==> src/rtl/core/tgasd_pkg.sv <==
// ----------------------------------------------------------------------------
// tgasd_pkg
// Shared types and constants of the TGA texel stream decoder: register map,
// pixel format codes, configuration and pixel structs.
// ----------------------------------------------------------------------------
`timescale 1ns / 1ps

package tgasd_pkg;

   localparam int ADDR_W = 5;
   localparam int DATA_W = 32;

   typedef enum logic [2:0] {
      REG_PIXEL_FORMAT  = 3'd0,
      REG_RLE_ENABLE    = 3'd1,
      REG_KEY_ENABLE    = 3'd2,
      REG_KEY_COLOR     = 3'd3,
      REG_FILL_ALPHA    = 3'd4,
      REG_BLEND_WEIGHT  = 3'd5,
      REG_DIFFUSE_COLOR = 3'd6,
      REG_IMAGE_PIXELS  = 3'd7
   } reg_idx_type;

   localparam logic [1:0] FMT_RGB565     = 2'd0;
   localparam logic [1:0] FMT_BGR24      = 2'd1;
   localparam logic [1:0] FMT_BGRA32     = 2'd2;
   localparam logic [1:0] FMT_BGRA32_ALT = 2'd3;

   localparam logic [1:0]  RST_PIXEL_FORMAT = FMT_BGR24;
   localparam logic [7:0]  RST_FILL_ALPHA   = 8'd255;
   localparam logic [8:0]  RST_BLEND_WEIGHT = 9'd256;
   localparam logic [31:0] RST_IMAGE_PIXELS = 32'd1;

   localparam logic [7:0] RUN_HDR_BIAS = 8'd127;

   typedef struct packed {
      logic [1:0]  pixel_format;
      logic        rle_enable;
      logic        key_enable;
      logic [23:0] key_color;
      logic [7:0]  fill_alpha;
      logic [8:0]  blend_weight;
      logic [23:0] diffuse_color;
      logic [31:0] image_pixels;
   } cfg_type;

   typedef struct packed {
      logic       valid;
      logic [7:0] red;
      logic [7:0] green;
      logic [7:0] blue;
      logic [7:0] alpha;
      logic [7:0] repeat_count;
      logic       last_pixel;
   } pix_type;

endpackage

==> src/rtl/core/tgasd_csr.sv <==
// ----------------------------------------------------------------------------
// tgasd_csr
// APB-style register file holding the decoder configuration.
// ----------------------------------------------------------------------------
`timescale 1ns / 1ps

module tgasd_csr
   import tgasd_pkg::*;
(
   input  logic              clock,
   input  logic              reset,
   input  logic              psel,
   input  logic              penable,
   input  logic              pwrite,
   input  logic [ADDR_W-1:0] paddr,
   input  logic [DATA_W-1:0] pwdata,
   output logic [DATA_W-1:0] prdata,
   output logic              pready,
   output cfg_type           cfg
);

   cfg_type     cfg_ff;
   reg_idx_type idx;
   logic        wr_en;

   assign idx    = reg_idx_type'(paddr[ADDR_W-1:2]);
   assign wr_en  = psel & penable & pwrite;
   assign pready = 1'b1;
   assign cfg    = cfg_ff;

   always_ff @(posedge clock) begin
      if (reset) begin
         cfg_ff.pixel_format  <= RST_PIXEL_FORMAT;
         cfg_ff.rle_enable    <= 1'b0;
         cfg_ff.key_enable    <= 1'b0;
         cfg_ff.key_color     <= '0;
         cfg_ff.fill_alpha    <= RST_FILL_ALPHA;
         cfg_ff.blend_weight  <= RST_BLEND_WEIGHT;
         cfg_ff.diffuse_color <= '0;
         cfg_ff.image_pixels  <= RST_IMAGE_PIXELS;
      end else if (wr_en) begin
         case (idx)
            REG_PIXEL_FORMAT:  cfg_ff.pixel_format  <= pwdata[1:0];
            REG_RLE_ENABLE:    cfg_ff.rle_enable    <= pwdata[0];
            REG_KEY_ENABLE:    cfg_ff.key_enable    <= pwdata[0];
            REG_KEY_COLOR:     cfg_ff.key_color     <= pwdata[23:0];
            REG_FILL_ALPHA:    cfg_ff.fill_alpha    <= pwdata[7:0];
            REG_BLEND_WEIGHT:  cfg_ff.blend_weight  <= pwdata[8:0];
            REG_DIFFUSE_COLOR: cfg_ff.diffuse_color <= pwdata[23:0];
            REG_IMAGE_PIXELS:  cfg_ff.image_pixels  <= pwdata;
            default: ;
         endcase
      end
   end

   always_comb begin
      case (idx)
         REG_PIXEL_FORMAT:  prdata = {30'd0, cfg_ff.pixel_format};
         REG_RLE_ENABLE:    prdata = {31'd0, cfg_ff.rle_enable};
         REG_KEY_ENABLE:    prdata = {31'd0, cfg_ff.key_enable};
         REG_KEY_COLOR:     prdata = {8'd0, cfg_ff.key_color};
         REG_FILL_ALPHA:    prdata = {24'd0, cfg_ff.fill_alpha};
         REG_BLEND_WEIGHT:  prdata = {23'd0, cfg_ff.blend_weight};
         REG_DIFFUSE_COLOR: prdata = {8'd0, cfg_ff.diffuse_color};
         REG_IMAGE_PIXELS:  prdata = cfg_ff.image_pixels;
         default:           prdata = '0;
      endcase
   end

endmodule

==> src/rtl/core/tgasd_decode.sv <==
// ----------------------------------------------------------------------------
// tgasd_decode
// Byte assembly, RLE packet tracking and pixel expansion; holds the stream
// state and clips repeat counts at the image end.
// ----------------------------------------------------------------------------
`timescale 1ns / 1ps

module tgasd_decode
   import tgasd_pkg::*;
(
   input  logic       clock,
   input  logic       reset,
   input  logic       fire,
   input  logic [7:0] data_byte,
   input  cfg_type    cfg,
   output pix_type    pix
);

   logic [1:0]  phase_ff, phase_in;
   logic [23:0] color_ff, color_in;
   logic        expect_ff, expect_in;
   logic        is_run_ff, is_run_in;
   logic [7:0]  lit_left_ff, lit_left_in;
   logic [7:0]  run_len_ff, run_len_in;
   logic [31:0] done_ff, done_in;

   logic [1:0]  last_idx;
   logic        packed_mode;
   logic        hdr;
   logic        complete;
   logic [23:0] color_new;
   logic [7:0]  r, g, b;
   logic        key_hit;
   logic [7:0]  rep_raw;
   logic [31:0] img_cnt;
   logic [31:0] rem;
   logic        is_last;
   logic [7:0]  rep_out;
   logic [7:0]  lit_dec;

   always_comb begin
      case (cfg.pixel_format)
         FMT_RGB565: last_idx = 2'd1;
         FMT_BGR24:  last_idx = 2'd2;
         default:    last_idx = 2'd3;
      endcase
   end

   assign packed_mode = cfg.rle_enable & (cfg.pixel_format != FMT_RGB565);
   assign hdr         = packed_mode & expect_ff;
   assign complete    = !hdr && !(phase_ff < last_idx);

   always_comb begin
      color_new = color_ff;
      case (phase_ff)
         2'd0:    color_new[7:0]   = data_byte;
         2'd1:    color_new[15:8]  = data_byte;
         2'd2:    color_new[23:16] = data_byte;
         default: ;
      endcase
   end

   always_comb begin
      if (cfg.pixel_format == FMT_RGB565) begin
         b = {color_new[4:0], 3'b000};
         g = {color_new[10:5], 2'b00};
         r = {color_new[15:11], 3'b000};
      end else begin
         b = color_new[7:0];
         g = color_new[15:8];
         r = color_new[23:16];
      end
   end

   assign key_hit = !packed_mode && cfg.key_enable && ({b, g, r} == cfg.key_color);

   always_comb begin
      if (packed_mode && is_run_ff) begin
         rep_raw = (run_len_ff != 8'd0) ? run_len_ff : 8'd1;
      end else begin
         rep_raw = 8'd1;
      end
   end

   assign img_cnt = (cfg.image_pixels != 32'd0) ? cfg.image_pixels : 32'd1;
   assign rem     = (img_cnt > done_ff) ? (img_cnt - done_ff) : 32'd1;
   assign is_last = {24'd0, rep_raw} >= rem;
   assign rep_out = is_last ? rem[7:0] : rep_raw;
   assign lit_dec = (lit_left_ff != 8'd0) ? (lit_left_ff - 8'd1) : 8'd0;

   assign pix.valid        = complete;
   assign pix.red          = r;
   assign pix.green        = g;
   assign pix.blue         = b;
   assign pix.alpha        = key_hit ? 8'd0 : cfg.fill_alpha;
   assign pix.repeat_count = rep_out;
   assign pix.last_pixel   = is_last;

   always_comb begin
      phase_in    = phase_ff;
      color_in    = color_ff;
      expect_in   = expect_ff;
      is_run_in   = is_run_ff;
      lit_left_in = lit_left_ff;
      run_len_in  = run_len_ff;
      done_in     = done_ff;
      if (fire) begin
         if (!packed_mode) begin
            expect_in = 1'b0;
         end
         if (hdr) begin
            if (data_byte[7]) begin
               is_run_in  = 1'b1;
               run_len_in = data_byte - RUN_HDR_BIAS;
            end else begin
               is_run_in   = 1'b0;
               lit_left_in = data_byte + 8'd1;
            end
            expect_in = 1'b0;
            phase_in  = 2'd0;
            color_in  = '0;
         end else if (!complete) begin
            color_in = color_new;
            phase_in = phase_ff + 2'd1;
         end else begin
            phase_in = 2'd0;
            color_in = '0;
            if (packed_mode) begin
               if (is_run_ff) begin
                  expect_in = 1'b1;
               end else begin
                  lit_left_in = lit_dec;
                  if (lit_dec == 8'd0) begin
                     expect_in = 1'b1;
                  end
               end
            end
            if (is_last) begin
               expect_in   = 1'b1;
               is_run_in   = 1'b0;
               lit_left_in = '0;
               run_len_in  = '0;
               done_in     = '0;
            end else begin
               done_in = done_ff + {24'd0, rep_out};
            end
         end
      end
   end

   always_ff @(posedge clock) begin
      if (reset) begin
         phase_ff    <= '0;
         color_ff    <= '0;
         expect_ff   <= 1'b1;
         is_run_ff   <= 1'b0;
         lit_left_ff <= '0;
         run_len_ff  <= '0;
         done_ff     <= '0;
      end else begin
         phase_ff    <= phase_in;
         color_ff    <= color_in;
         expect_ff   <= expect_in;
         is_run_ff   <= is_run_in;
         lit_left_ff <= lit_left_in;
         run_len_ff  <= run_len_in;
         done_ff     <= done_in;
      end
   end

endmodule

==> src/rtl/core/tgasd_blend.sv <==
// ----------------------------------------------------------------------------
// tgasd_blend
// Per-channel mix of the decoded color with the diffuse color, Q1.8 weight.
// ----------------------------------------------------------------------------
`timescale 1ns / 1ps

module tgasd_blend
   import tgasd_pkg::*;
(
   input  pix_type     pix_raw,
   input  logic [8:0]  blend_weight,
   input  logic [23:0] diffuse_color,
   output pix_type     pix_mix
);

   logic        bypass;
   logic [7:0]  w;
   logic [8:0]  wc;
   logic [16:0] sum_r, sum_g, sum_b;

   assign bypass = blend_weight[8];
   assign w      = blend_weight[7:0];
   assign wc     = 9'd256 - {1'b0, w};

   assign sum_r = ({9'd0, pix_raw.red} * {9'd0, w})
                + ({9'd0, diffuse_color[7:0]} * {8'd0, wc});
   assign sum_g = ({9'd0, pix_raw.green} * {9'd0, w})
                + ({9'd0, diffuse_color[15:8]} * {8'd0, wc});
   assign sum_b = ({9'd0, pix_raw.blue} * {9'd0, w})
                + ({9'd0, diffuse_color[23:16]} * {8'd0, wc});

   always_comb begin
      pix_mix = pix_raw;
      if (!bypass) begin
         pix_mix.red   = sum_r[15:8];
         pix_mix.green = sum_g[15:8];
         pix_mix.blue  = sum_b[15:8];
      end
   end

endmodule

==> src/rtl/core/tga_texel_stream_decoder_unit.sv <==
// ----------------------------------------------------------------------------
// tga_texel_stream_decoder_unit
// Path: a pixel's final byte passes the input register, then the result
// register; an output stall holds the byte or the pixel where it stands.
// Throughput: one byte per cycle unless stalled; one decode-and-blend pass.
// Reset: synchronous; registers return to defaults, stream waits for a
// packet header or first pixel byte.
// ----------------------------------------------------------------------------
`timescale 1ns / 1ps

module tga_texel_stream_decoder_unit
   import tgasd_pkg::*;
(
   input  logic              clock,
   input  logic              reset,
   input  logic              req_valid,
   output logic              req_stall,
   input  logic [7:0]        req_data_byte,
   output logic              rsp_valid,
   input  logic              rsp_stall,
   output logic [7:0]        rsp_red,
   output logic [7:0]        rsp_green,
   output logic [7:0]        rsp_blue,
   output logic [7:0]        rsp_alpha,
   output logic [7:0]        rsp_repeat_count,
   output logic              rsp_last_pixel,
   input  logic              psel,
   input  logic              penable,
   input  logic              pwrite,
   input  logic [ADDR_W-1:0] paddr,
   input  logic [DATA_W-1:0] pwdata,
   output logic [DATA_W-1:0] prdata,
   output logic              pready
);

   cfg_type    cfg;
   pix_type    pix_raw;
   pix_type    pix_mix;
   pix_type    out_ff;
   logic       out_valid_ff;
   logic       in_valid_ff;
   logic [7:0] in_byte_ff;
   logic       advance;
   logic       fire;

   tgasd_csr u_csr (
      .clock   (clock),
      .reset   (reset),
      .psel    (psel),
      .penable (penable),
      .pwrite  (pwrite),
      .paddr   (paddr),
      .pwdata  (pwdata),
      .prdata  (prdata),
      .pready  (pready),
      .cfg     (cfg)
   );

   tgasd_decode u_decode (
      .clock     (clock),
      .reset     (reset),
      .fire      (fire),
      .data_byte (in_byte_ff),
      .cfg       (cfg),
      .pix       (pix_raw)
   );

   tgasd_blend u_blend (
      .pix_raw       (pix_raw),
      .blend_weight  (cfg.blend_weight),
      .diffuse_color (cfg.diffuse_color),
      .pix_mix       (pix_mix)
   );

   assign advance   = !out_valid_ff || !rsp_stall;
   assign fire      = in_valid_ff && advance;
   assign req_stall = in_valid_ff && !advance;

   always_ff @(posedge clock) begin
      if (reset) begin
         in_valid_ff  <= 1'b0;
         out_valid_ff <= 1'b0;
      end else begin
         if (req_valid && !req_stall) begin
            in_valid_ff <= 1'b1;
         end else if (fire) begin
            in_valid_ff <= 1'b0;
         end
         if (advance) begin
            out_valid_ff <= fire && pix_raw.valid;
         end
      end
   end

   always_ff @(posedge clock) begin
      if (req_valid && !req_stall) begin
         in_byte_ff <= req_data_byte;
      end
      if (fire && pix_raw.valid) begin
         out_ff <= pix_mix;
      end
   end

   assign rsp_valid        = out_valid_ff;
   assign rsp_red          = out_ff.red;
   assign rsp_green        = out_ff.green;
   assign rsp_blue         = out_ff.blue;
   assign rsp_alpha        = out_ff.alpha;
   assign rsp_repeat_count = out_ff.repeat_count;
   assign rsp_last_pixel   = out_ff.last_pixel;

`ifndef SYNTHESIS
   a_hold_pending: assert property (@(posedge clock) disable iff (reset)
      (in_valid_ff && !fire) |=> (in_valid_ff && $stable(in_byte_ff)))
      else $error("pending request lost");

   a_rep_range: assert property (@(posedge clock) disable iff (reset)
      rsp_valid |-> (rsp_repeat_count != 8'd0 && rsp_repeat_count <= 8'd128))
      else $error("repeat count out of range");

   a_last_follows: assert property (@(posedge clock) disable iff (reset)
      (fire && pix_raw.valid && pix_raw.last_pixel) |=> (rsp_valid && rsp_last_pixel))
      else $error("image end not delivered");
`endif

endmodule

==> config.mk <==
export PLATFORM = sky130hd
export DESIGN_NAME = tga_texel_stream_decoder_unit
export DESIGN_NICKNAME = d
export VERILOG_FILES = /design/src/rtl/core/tgasd_pkg.sv /design/src/rtl/core/tgasd_csr.sv /design/src/rtl/core/tgasd_decode.sv /design/src/rtl/core/tgasd_blend.sv /design/src/rtl/core/tga_texel_stream_decoder_unit.sv
export SDC_FILE = /design/constraint.sdc
export NUM_CORES = 2
export LEC_CHECK = 0
export ABC_AREA = 0
export BUFFER_PORTS_ARGS = -buffer_cell sky130_fd_sc_hd__buf_2
export CAP_MARGIN = 20
export CELL_PAD_IN_SITES_DETAIL_PLACEMENT = 1
export CELL_PAD_IN_SITES_GLOBAL_PLACEMENT = 1
export CORE_MARGIN = 2
export CORE_UTILIZATION = 25
export DETAILED_ROUTE_END_ITERATION = 16
export GPL_TIMING_DRIVEN = 0
export PLACE_DENSITY = 0.55
export SLEW_MARGIN = 5
export SYNTH_ARGS = -nofsm -noshare
export SYNTH_HDL_FRONTEND = slang
export SYNTH_SLANG_ARGS = --single-unit
==> constraint.sdc <==
create_clock -name clock -period 11 [get_ports clock]
set_input_delay 0 -clock clock [delete_from_list [all_inputs] [get_ports clock]]
set_output_delay 0 -clock clock [all_outputs]
set_load 0.005 [all_outputs]
==> impl_metrics.yaml <==
floorplan:
  boundaryPins: 128
  die_area_mm2: 0.1078
  start_util_pct: 25.30
  core_area_mm2: 0.1039
  dieWidth_um: 328.3
  dieHeight_um: 328.3
  num_rows: 118
global_route:
  grt_pass1_vias: 24030
  grt_use_total_pct: 18.94
  grt_start_max_net_pins: 30
  antenna_found_initial: 5
  gr-total-overflow: 0
  grt_pass1_wl_mm: 153.5
pwr:
  powerDensity_mw_per_mm2: 78.27
  max-vdd-ir-drop_mv: 0.08060
  total_power_uw: 2376
  leakagePower_uw: 0.01313
routing:
  top_layer: "met5"
  antenna_left: 0
  dr_wl_met2_mm: 44.73
  wl_met3_mm: 6.034
  wl_mm: 101.4
  drt_iter0_drc: 1310
  firstDrtPassIters: 5
  drc: 0
  wl_met1_mm: 48.90
  wire_per_inst_um: 21.28
  vias: 22730
  via_per_inst: 4.768
critical_path:
  path_buf_inv: 3
  r2r_slack_ns: 0.91
  critPathSlowestCell: "or4_1"
  endpoint_kind: "register"
  cp_top_family: "simple AND/OR/NAND/NOR gates"
  crit_arrival_ns: 10.57
  cp-startpoint: "u_csr.cfg[25]"
  r2r-start: "u_csr.cfg[25]"
  crit_top_cell: "o21ai_0"
  r2r_cells: 40
  cp_slowest_stage_delay_ns: 0.58
  r2r_end: "u_decode.done_ff[26]"
  worstPathRequired_ns: 11.47
  critical_path.max_fanout: 10
  critPathKind: "reg -> reg"
  cp-start-kind: "register"
sta:
  fin_crit_ns: 10.09
  setup_viol: 0
  relSlewSlack_pct: 23.28
  tightest_slew_ns: 1.151
  grt_setup_unrepaired: "false"
  period_share_pct: 91.76
  slew_violations: 0
  tns_ns: 0
  hold_viol: 0
  fmax_mhz: 99.07
  skew_ns: 0.02380
  holdWs_ns: 0.1396
clocking:
  clock_latency_ns: 0.59
  cts_buffers: 35
  htreeDepth: 2
  path_clk_slew_ns: 0.05
  clock_path_buffers: 3
  root_buffer: "clkbuf_16"
  cts_tree: "done"
  cts.sinks: 228
yosys:
  async_reset_ff_share_pct: 0
  synth-seq-cells: 228
  yosys_warnings: 0
  seq_area_frac_synth_pct: 19.22
  synth_edf_count: 49
  avgSynthCellArea_um2: 8.360
  synth_top_flop_cell: "dfxtp_1"
  synthesis.area_mm2: 0.02630
  ys_types: 72
  synth_cells: 3146
  synth_fp_nets: 3735
hold_path:
  hold_depth: 2
  worstHoldStart: "req_data_byte[0]"
  min_to: "in_byte_ff[0]"
  hold_class: "in -> reg"
cells_and_area:
  drive_gt1_share_pct: 7.774
  area_growth_pct: 15.42
  fin_nets: 3947
  final_common_cell: "nand2_1"
  fillers: 12470
  layout_common_cells: "517 x nand2_1, 407 x inv_1, 305 x fa_1"
run:
  maxCapViolations: 0
place:
  port_buffers: 122
  place_congestion: 0.8505
  place_hpwl_mm: 80.82
run_status:
  status: "finished clean"
-- registers in the layout (all words and copies together), names as in the netlist, 2 cells and up --
signal and flops:
in_byte_ff 8, rsp_alpha 8, rsp_blue 8, rsp_green 8, rsp_red 8, rsp_repeat_count 8
u_csr.cfg 101, u_decode.color_ff 24, u_decode.done_ff 32, u_decode.lit_left_ff 8, u_decode.phase_ff 2, u_decode.run_len_ff 8
-- how the worst max path moves through the flow --
stage,end,slack (ns),cells after the start
floorplan,u_decode.done_ff[26],3.81,39
global placement,u_decode.done_ff[26],0.83,40
detailed placement,u_decode.done_ff[26],0.78,40
CTS,u_decode.done_ff[26],0.74,40
global route,u_decode.done_ff[26],0.18,40
finish,u_decode.done_ff[26],0.91,40
-- kinds of logic (layout without fill, tap and decap cells) --
group | count (synthesis) | in the layout | synth area share (%)
flops | 228 | 228 | 19.22
fa+ha+maj | 537 | 537 | 34.25
mux | 66 | 66 | 3.306
buf+inv | 628 | 865 | 9.191
xor+xnor | 109 | 109 | 3.630
other cells | 1 | 5 | 0.01426
compound gates | 435 | 435 | 10.16
simple gates | 1142 | 1142 | 20.22
-- per-stage QoR --
stage / std cells / instance area [um^2] / utilization, % / setup slack [ns]
final: 4767 / 30360 / 29.20 / 0.9062
after CTS: 4762 / 30330 / 29.18 / 0.7434
after global placement: 4648 / 28640 / 27.55 / 0.8281
after floorplan: 3146 / 26300 / - / 3.808
after global routing: 4764 / 30350 / 29.20 / 0.1780
after detailed placement: 4655 / 28730 / 27.64 / 0.7771
-- cell type report --
cell class              count  area, um^2  area share [%]
repair buffers            175        1141           3.759
clock inverters            17       186.4          0.6142
plain buffers             215       867.1           2.856
diodes                      4       10.01         0.03297
clock buffers              45       963.4           3.174
well taps                1380        1727           5.688
inverters                 413        1550           5.107
multi-input cells        2290       18860           62.12
flip-flops and latches    228        5055           16.65
-- what timing repair did --
| item | CTS | global route |
|---|---|---|
| hold buffers | 45 | 0 |
| resized for setup | 0 | 1 |
| buffers inserted | 0 | 0 |
| hold endpoints to repair | 121 | 0 |
| setup endpoints to repair | 0 | 3 |
-- cell usage after synthesis (5+ instances only) --
master      n  area [um^2]
nand2_1   517         1941
inv_1     408         1531
fa_1      305         6106
ha_1      232         2903
and2_1    224         1401
clkbuf_1  194        728.2
a21oi_1   185        925.9
dfxtp_1   179         3583
nor2_1    158        593.1
xnor2_1    76        665.6
o21ai_0    74        370.4
nand3_1    72        360.4
nor3_1     61        305.3
edfxtp_1   49         1471
mux2i_1    34        340.3
xor2_1     33        289.0
a21o_1     29        217.7
nand4_1    26        162.7
nor4_1     23        143.9
a22oi_1    20        150.1
o21a_1     18        135.1
and3_1     17        106.4
mux2_2     17        191.4
a211oi_1   16        120.1
mux4_2     15        337.8
o31ai_1    14        105.1
or4_1       9        67.56
o21ai_1     8        40.04
o22ai_1     8        50.05
a31oi_1     7        43.79
nor2b_1     7        43.79
o211ai_1    7        52.55
or3_1       7        43.79
buf_2       6        30.03
buf_4       6        45.04
nand2b_1    6        37.54
o41ai_1     6        52.55
or2_2       6        37.54
buf_1       5        18.77
o21bai_1    5        37.54
-- layer usage --
layer / vias up / global-route usage (%)
li1: 10570 / -
met4: 4 / 3.931
met5: - / 0
met3: 93 / 3.781
met1: 11580 / 26.81
met2: 481 / 29.74
-- worst reg2reg max path: cells and delay by family, from the launching register on --
family,cells,cell delay [ns]
AND/OR/NAND/NOR,17,4.56
buffers and inverters,3,0.42
XOR/XNOR,1,0.15
adder cells (fa/ha/maj),4,1.15
AO/OA/AOI/OAI,15,3.36
flip-flops,1,0.35
-- report_power, final --
group	total [uW]	switching (uW)	internal, uW
Combinational	338	236	102
Sequential	874	8.57	865
Clock	1160	473	692
Total	2380	717	1660
(Power assumes the default switching activity.)
